[src/rtl/core/mbsa_pkg.sv]
// Constants, types and codes shared by the multilevel bitmap slot allocator.
package mbsa_pkg;

    localparam int LEVELS      = 2;
    localparam int TABLE_BITS  = 6;
    localparam int FANOUT      = TABLE_BITS - 1;
    localparam int USED_LEVELS = (LEVELS > 2) ? 2 : LEVELS;

    localparam int SLOT_W = 10;
    localparam int WORD_W = 32;
    localparam int BIT_W  = 5;

    localparam int L0_BITS  = (FANOUT > SLOT_W) ? SLOT_W : FANOUT;
    localparam int L1_BITS  = (2 * FANOUT > SLOT_W) ? SLOT_W : 2 * FANOUT;
    localparam int L0_SLOTS = 1 << L0_BITS;
    localparam int L1_SLOTS = 1 << L1_BITS;
    localparam int L0_WORDS = (L0_SLOTS + WORD_W - 1) / WORD_W;
    localparam int L1_WORDS = (L1_SLOTS + WORD_W - 1) / WORD_W;

    localparam int MAP_WORDS = L0_WORDS + ((USED_LEVELS >= 2) ? L1_WORDS : 0);
    localparam int ADDR_W    = (MAP_WORDS > 1) ? $clog2(MAP_WORDS) : 1;

    localparam logic [ADDR_W-1:0] ADDR_LAST = ADDR_W'(MAP_WORDS - 1);
    localparam logic [ADDR_W-1:0] L1_BASE   = ADDR_W'(L0_WORDS);

    localparam logic [SLOT_W-1:0] L0_IDX_MASK = SLOT_W'(L0_SLOTS - 1);
    localparam logic [SLOT_W-1:0] L1_IDX_MASK = SLOT_W'(L1_SLOTS - 1);

    localparam logic [WORD_W-1:0] L0_AVAIL =
        (L0_SLOTS >= WORD_W) ? {WORD_W{1'b1}} : WORD_W'((64'd1 << L0_SLOTS) - 64'd1);
    localparam logic [WORD_W-1:0] L1_AVAIL =
        (L1_SLOTS >= WORD_W) ? {WORD_W{1'b1}} : WORD_W'((64'd1 << L1_SLOTS) - 64'd1);

    localparam logic [WORD_W-1:0] RESET_WORD0 = WORD_W'(1);

    localparam logic FUNC_ALLOC = 1'b0;
    localparam logic FUNC_FREE  = 1'b1;

    localparam logic STATUS_OK   = 1'b0;
    localparam logic STATUS_FULL = 1'b1;

    localparam int S_DATA_W = 16;
    localparam int M_DATA_W = 16;

    typedef enum logic [2:0] {
        ST_IDLE = 3'b001,
        ST_SCAN = 3'b010,
        ST_FREE = 3'b100
    } state_t;

    typedef struct packed {
        logic             found;
        logic [BIT_W-1:0] pos;
    } find_t;

endpackage

[src/rtl/core/multilevel_bitmap_slot_allocator.sv]
// Top level: multilevel first-fit bitmap slot allocator with one bitmap memory.
// Allocate: accept, then scan the bitmap words in order with a read prefetched one
// word ahead; up to MAP_WORDS (33) words are scanned.
// Free: accept, then a read-modify-write of the word. One transaction at a time.
// Reset clears control and valid bits; an unwritten word reads as its reset value.
module multilevel_bitmap_slot_allocator (
    input  logic                          aclk,
    input  logic                          aresetn,
    input  logic                          s_tvalid,
    output logic                          s_tready,
    // [0] func, [1] free_level, [11:2] free_index
    input  logic [mbsa_pkg::S_DATA_W-1:0] s_tdata,
    output logic                          m_tvalid,
    input  logic                          m_tready,
    // [0] status, [1] got_level, [11:2] got_index
    output logic [mbsa_pkg::M_DATA_W-1:0] m_tdata
);
    import mbsa_pkg::*;

    logic [WORD_W-1:0] map_mem [MAP_WORDS];
    logic [WORD_W-1:0] rdata_reg;
    logic [MAP_WORDS-1:0] vld_reg, vld_next;

    state_t state_reg, state_next;
    logic [ADDR_W-1:0] addr_reg, addr_next;
    logic [ADDR_W-1:0] rd_addr;
    logic [BIT_W-1:0]  bit_reg, bit_next;
    logic              skip_reg, skip_next;

    logic              m_valid_reg, m_valid_next;
    logic              status_reg, status_next;
    logic              level_reg, level_next;
    logic [SLOT_W-1:0] index_reg, index_next;

    logic              wr_en;
    logic [WORD_W-1:0] wr_data;

    logic              in_accept;
    logic              in_func, in_level;
    logic [SLOT_W-1:0] in_index, in_masked;
    logic [SLOT_W-BIT_W-1:0] in_woff;
    logic [ADDR_W-1:0] free_addr;

    logic [WORD_W-1:0] cur_word;
    logic              is_l1;
    logic [ADDR_W-1:0] word_off;
    logic [WORD_W-1:0] avail;
    find_t             find;
    logic [ADDR_W+BIT_W-1:0] idx_wide;

    assign s_tready  = (state_reg == ST_IDLE) && (!m_valid_reg || m_tready);
    assign in_accept = s_tvalid && s_tready;
    assign in_func   = s_tdata[0];
    assign in_level  = s_tdata[1];
    assign in_index  = s_tdata[SLOT_W+1:2];
    assign in_masked = in_index & (in_level ? L1_IDX_MASK : L0_IDX_MASK);
    assign in_woff   = in_masked[SLOT_W-1:BIT_W];
    assign free_addr = in_level ? ADDR_W'(L0_WORDS + 32'(in_woff)) : ADDR_W'(in_woff);

    assign cur_word = vld_reg[addr_reg] ? rdata_reg
                                        : ((addr_reg == '0) ? RESET_WORD0 : '0);
    assign is_l1    = (32'(addr_reg) >= L0_WORDS);
    assign word_off = is_l1 ? (addr_reg - L1_BASE) : addr_reg;
    assign avail    = is_l1 ? L1_AVAIL : L0_AVAIL;
    assign idx_wide = {word_off, find.pos};

    mbsa_find_clear u_find (
        .word   (cur_word),
        .avail  (avail),
        .result (find)
    );

    always_comb begin
        state_next   = state_reg;
        addr_next    = addr_reg;
        bit_next     = bit_reg;
        skip_next    = skip_reg;
        m_valid_next = m_valid_reg && !m_tready;
        status_next  = status_reg;
        level_next   = level_reg;
        index_next   = index_reg;
        vld_next     = vld_reg;
        wr_en        = 1'b0;
        wr_data      = cur_word;
        rd_addr      = addr_reg;

        unique case (state_reg)
            ST_IDLE: begin
                if (in_func == FUNC_FREE) begin
                    rd_addr = free_addr;
                end else begin
                    rd_addr = '0;
                end
                if (in_accept) begin
                    bit_next  = in_masked[BIT_W-1:0];
                    skip_next = in_level && (USED_LEVELS < 2);
                    if (in_func == FUNC_FREE) begin
                        addr_next  = free_addr;
                        state_next = ST_FREE;
                    end else begin
                        addr_next  = '0;
                        state_next = ST_SCAN;
                    end
                end
            end
            ST_SCAN: begin
                rd_addr = (addr_reg == ADDR_LAST) ? addr_reg : addr_reg + ADDR_W'(1);
                if (find.found) begin
                    wr_en        = 1'b1;
                    wr_data      = cur_word | (WORD_W'(1) << find.pos);
                    m_valid_next = 1'b1;
                    status_next  = STATUS_OK;
                    level_next   = is_l1;
                    index_next   = SLOT_W'(idx_wide);
                    state_next   = ST_IDLE;
                end else if (addr_reg == ADDR_LAST) begin
                    m_valid_next = 1'b1;
                    status_next  = STATUS_FULL;
                    level_next   = 1'b0;
                    index_next   = '0;
                    state_next   = ST_IDLE;
                end else begin
                    addr_next = rd_addr;
                end
            end
            ST_FREE: begin
                wr_en        = !skip_reg;
                wr_data      = cur_word & ~(WORD_W'(1) << bit_reg);
                m_valid_next = 1'b1;
                status_next  = STATUS_OK;
                level_next   = 1'b0;
                index_next   = '0;
                state_next   = ST_IDLE;
            end
            default: begin
                state_next = ST_IDLE;
            end
        endcase

        if (wr_en) begin
            vld_next[addr_reg] = 1'b1;
        end
    end

    always_ff @(posedge aclk) begin
        rdata_reg <= map_mem[rd_addr];
        if (wr_en) begin
            map_mem[addr_reg] <= wr_data;
        end
    end

    always_ff @(posedge aclk) begin
        if (!aresetn) begin
            state_reg   <= ST_IDLE;
            vld_reg     <= '0;
            m_valid_reg <= 1'b0;
        end else begin
            state_reg   <= state_next;
            vld_reg     <= vld_next;
            m_valid_reg <= m_valid_next;
        end
    end

    always_ff @(posedge aclk) begin
        addr_reg   <= addr_next;
        bit_reg    <= bit_next;
        skip_reg   <= skip_next;
        status_reg <= status_next;
        level_reg  <= level_next;
        index_reg  <= index_next;
    end

    assign m_tvalid = m_valid_reg;
    assign m_tdata  = {{(M_DATA_W - SLOT_W - 2){1'b0}}, index_reg, level_reg, status_reg};

endmodule

[src/rtl/core/mbsa_find_clear.sv]
// Priority encoder: lowest clear bit of a bitmap word among the available bits.
module mbsa_find_clear (
    input  logic [mbsa_pkg::WORD_W-1:0] word,
    input  logic [mbsa_pkg::WORD_W-1:0] avail,
    output mbsa_pkg::find_t             result
);
    import mbsa_pkg::*;

    logic [WORD_W-1:0] open_bits;

    assign open_bits = ~word & avail;

    always_comb begin
        result = '0;
        for (int i = WORD_W - 1; i >= 0; i--) begin
            if (open_bits[i]) begin
                result.found = 1'b1;
                result.pos   = BIT_W'(i);
            end
        end
    end

endmodule
[config.mk]
export PLATFORM = sky130hd
export DESIGN_NAME = multilevel_bitmap_slot_allocator
export DESIGN_NICKNAME = d
export VERILOG_FILES = /design/src/rtl/core/mbsa_pkg.sv /design/src/rtl/core/multilevel_bitmap_slot_allocator.sv /design/src/rtl/core/mbsa_find_clear.sv
export SDC_FILE = /design/constraint.sdc
export NUM_CORES = 2
export LEC_CHECK = 0
export BUFFER_PORTS_ARGS = -buffer_cell sky130_fd_sc_hd__buf_4
export CORE_AREA = 2 2 259 364
export DETAILED_ROUTE_END_ITERATION = 12
export DIE_AREA = 0 0 261 366
export GPL_TIMING_DRIVEN = 0
export PLACE_DENSITY = 0.71
export SLEW_MARGIN = 10
export SYNTH_ARGS = -nofsm -noshare
export SYNTH_HDL_FRONTEND = slang
export SYNTH_SLANG_ARGS = --single-unit
[constraint.sdc]
create_clock -name aclk -period 7.1 [get_ports aclk]
set_clock_uncertainty 0.2 [all_clocks]
set_input_delay 1.065 -clock aclk [delete_from_list [all_inputs] [get_ports aclk]]
set_output_delay 1.065 -clock aclk [all_outputs]
set_load 0.005 [all_outputs]
==> run metrics <==
status finished, final reports clean; Cell Pwr Density a little over 400 nW/um2; area added between synthesis and finish 16.83%; number of vias per cell after detailed routing ~6.6; Comb pwr share between 30% and 40%; number of cells produced by synthesis between 3000 and 4000; Max-slew headroom about 4.3%; Vias 30530; Worst-path clk slew 0.07 ns; Num Clock Sinks ~1100; overflow left after global routing 0; end point of the critical path rdata_reg[3]; cell-internal power between 0.01 and 0.015 W; Worst setup EP type flip-flop; drt pass-1 iters 6; first-pass GRT wire length 203.6 mm; antenna violations before repair 7; final number of setup-violating endpoints 0; routed wire length per instance just over 30 um; Worst-Margin Slew between 1 and 1.5 ns; unique cell type count in the Yosys netlist 73; vertical extent of the die roughly 370 um; MaxCap Viol Count 0; I/O pin total 38; post-DP HPWL approximately 100 mm; cell area after synthesis between 40000 and 50000 um2; number of instances resized during post-cts repair 0; post-synthesis sequential area ratio about 74%; clock network fraction of total power 25.6%; Largest register FFs approximately 1100; Hold Vio Cnt, Final 0; number of nets at the end of the flow 3363; RR Endpoint rdata_reg[3]; Post-synth EDFFs between 1000 and 1500; Worst-Skew Late Latency approximately 0.72 ns; number of clock buffers inserted by TritonCTS about 100; post-route design area 53510 um2; mean area per synthesized cell ~15 um2; maximum number of buffers from clock root to sink 3; Worst setup startpoint addr_reg[0]; reported net switching power roughly 0.0084 W; width of the die roughly 260 um; fraction of final layout cells with drive strength greater than 1 15.73%; grt peak-use layer met2; met3 usage in global routing about 6%; max-slew violation total from the final report 0; most frequent cell after synthesis edfxtp_1; minimum clock period ~5.5 ns; ys async rst share 0%; top-area cell type share of the netlist area 70.75%; met1 track utilization from global routing between 30% and 40%; unrepaired setup endpoints after global routing no; maximum level of the CTS H-tree 3; pin count of the biggest net entering global routing 34; commonest cells in the netlist 1079 x edfxtp_1, 386 x nand3_1, 356 x a31oi_1, 197 x and3_1, 179 x nand2_1; Multi-input gate area between 10000 and 15000 um2; switching power as a share of total power between 30% and 40%; R2R depth 11; most used flip-flop cell after synthesis edfxtp_1; Antenna Violating Nets Remaining 0; CP Data Arrival Time slightly below 6 ns; number of global-route vias before repair between 30000 and 40000; placed inst area around 50000 um2; final critical-path share of the clock period roughly 78%; most area-consuming cells after synthesis edfxtp_1 71%, a31oi_1 4.9%, nand3_1 4.2%; Routed WL between 100 and 150 mm; sequential group share of total power 38.3%; Peak supply drop roughly 0.0002 V; standard-cell rows about 130; P_leak between 15 and 20 nW; path type of the worst setup path flip-flop to flip-flop; Global Route met2 Usage 48.66%; cell accounting for the most synthesized area edfxtp_1; buffers added on ports 29; Reg area between 30000 and 40000 um2; Iteration-0 DRC Markers about 4500; initial standard-cell utilization of the core roughly half; final-layout fill cell count 6917; routability congestion estimate 1.057; count of unresolved DRC violations after routing 0; overall routing resource usage approximately 30%; peak fanout along the critical path 10; critical path required time 7.39 ns; hold bufs inserted after CTS 0; final core utilization about three fifths; area of the die between 90000 and 100000 um2; TritonCTS clock tree built; standard cell core area 92160 um2; count of warnings emitted by yosys 0; launching point of the worst reg2reg path addr_reg[0]; class of the tightest hold or removal check flip-flop to flip-flop; Root Buffer clkbuf_16; element type at the critical path start flip-flop; post-CTS setup buffers 0; maximum operating frequency between 150 and 200 MHz; reg-to-reg setup timing slack between 1.5 and 2 ns; synthesis-stage register bit count 1148
## worst min path at each step
| stage | start | endpoint | slack, ns | cells past startpoint |
|---|---|---|---|---|
| final | vld_reg[7] | vld_reg[7] | 0.25 | 2 |
| after global routing | vld_reg[23] | vld_reg[23] | 0.28 | 1 |
| after CTS | vld_reg[7] | vld_reg[7] | 0.25 | 2 |
| after detailed placement | vld_reg[7] | vld_reg[7] | 0.24 | 2 |
| after global placement | vld_reg[7] | vld_reg[7] | 0.24 | 2 |
| after floorplan | vld_reg[7] | vld_reg[7] | 0.22 | 2 |
## power groups by stage
stage | Clock [W] | Sequential, W | Combinational (W)
after floorplan | 0 | 0.00841 | 0.00395
after global placement | 0 | 0.00859 | 0.00678
after CTS | 0.00554 | 0.00830 | 0.00758
after detailed placement | 0 | 0.00844 | 0.00755
final | 0.00554 | 0.00831 | 0.00784
after global routing | 0.00579 | 0.00831 | 0.00810
## routing by layer
metal | up-vias | routed length [um]
met1 | 15220 | 47350
met3 | 435 | 14920
li1 | 12910 | -
met2 | 1970 | 69210
met4 | 4 | 11100
met5 | - | 27
## cell type report
cell class              count  area share, %
multi-input cells        1684          21.53
diodes                      2       0.009354
inverters                  11        0.07717
clock buffers             126          5.016
flip-flops and latches   1148          63.14
repair buffers            139          3.996
plain buffers             252          2.221
well taps                1206          2.820
clock inverters            67          1.190
## through the flow
| stage | cells | hold WS (ns) | TNS (ns) | total power (W) | setup slack [ns] |
|---|---|---|---|---|---|
| after CTS | 4633 | 0.2546 | 0 | 0.02142 | 1.884 |
| after global routing | 4634 | 0.2766 | 0 | 0.02220 | 1.613 |
| after detailed placement | 4440 | 0.2416 | 0 | 0.01599 | 1.715 |
| after floorplan | 3095 | 0.2248 | 0 | 0.01236 | 2.057 |
| final | 4635 | 0.2536 | 0 | 0.02169 | 1.565 |
| after global placement | 4330 | 0.2352 | -294.56 | 0.01536 | -1.479 |
## critical path: stages, from the launching register on
cell and delay [ns]:
edfxtp_1 0.55, buf_4 0.27, clkinv_1 0.32, ha_1 0.50, a221o_2 0.58, buf_6 0.26, buf_2 0.23, clkbuf_1 0.41
a31oi_1 0.30, a31oi_1 0.18, a2111oi_0 1.12, nand3_1 0.38
## kinds of logic (layout without fill, tap and decap cells)
kind of cell / after synthesis / in the layout / synth area share, %
fa+ha+maj: 4 / 4 / 0.1093
buf+inv: 263 / 595 / 2.685
mux: 106 / 106 / 3.278
xor+xnor: 8 / 8 / 0.1530
simple gates: 924 / 924 / 10.54
other cells: 1 / 6 / 0.008188
compound gates: 638 / 638 / 9.463
flops: 1148 / 1148 / 73.76
## cell usage in the layout, fill, tap and decap left out, types with 9 or more instances in the layout
master     instances
a2111oi_2         21
a221oi_1          33
a22o_1            17
a311oi_1          34
a31oi_1          356
and3_1           197
buf_1             22
buf_12            20
buf_16            36
buf_2             88
buf_4             63
buf_6             20
buf_8             15
clkbuf_1         146
clkbuf_16        103
clkinv_1          24
clkinv_2          21
dfxtp_1           69
edfxtp_1        1079
inv_1             10
mux2i_1           69
mux4_2            35
nand2_1          179
nand3_1          386
nand4_1           17
nor2_1            43
nor2_4            19
nor3_4             9
o211ai_1          34
o21a_1            18
o21ai_0           41
o21ai_4           31
Power figures use the tool's default switching activity.
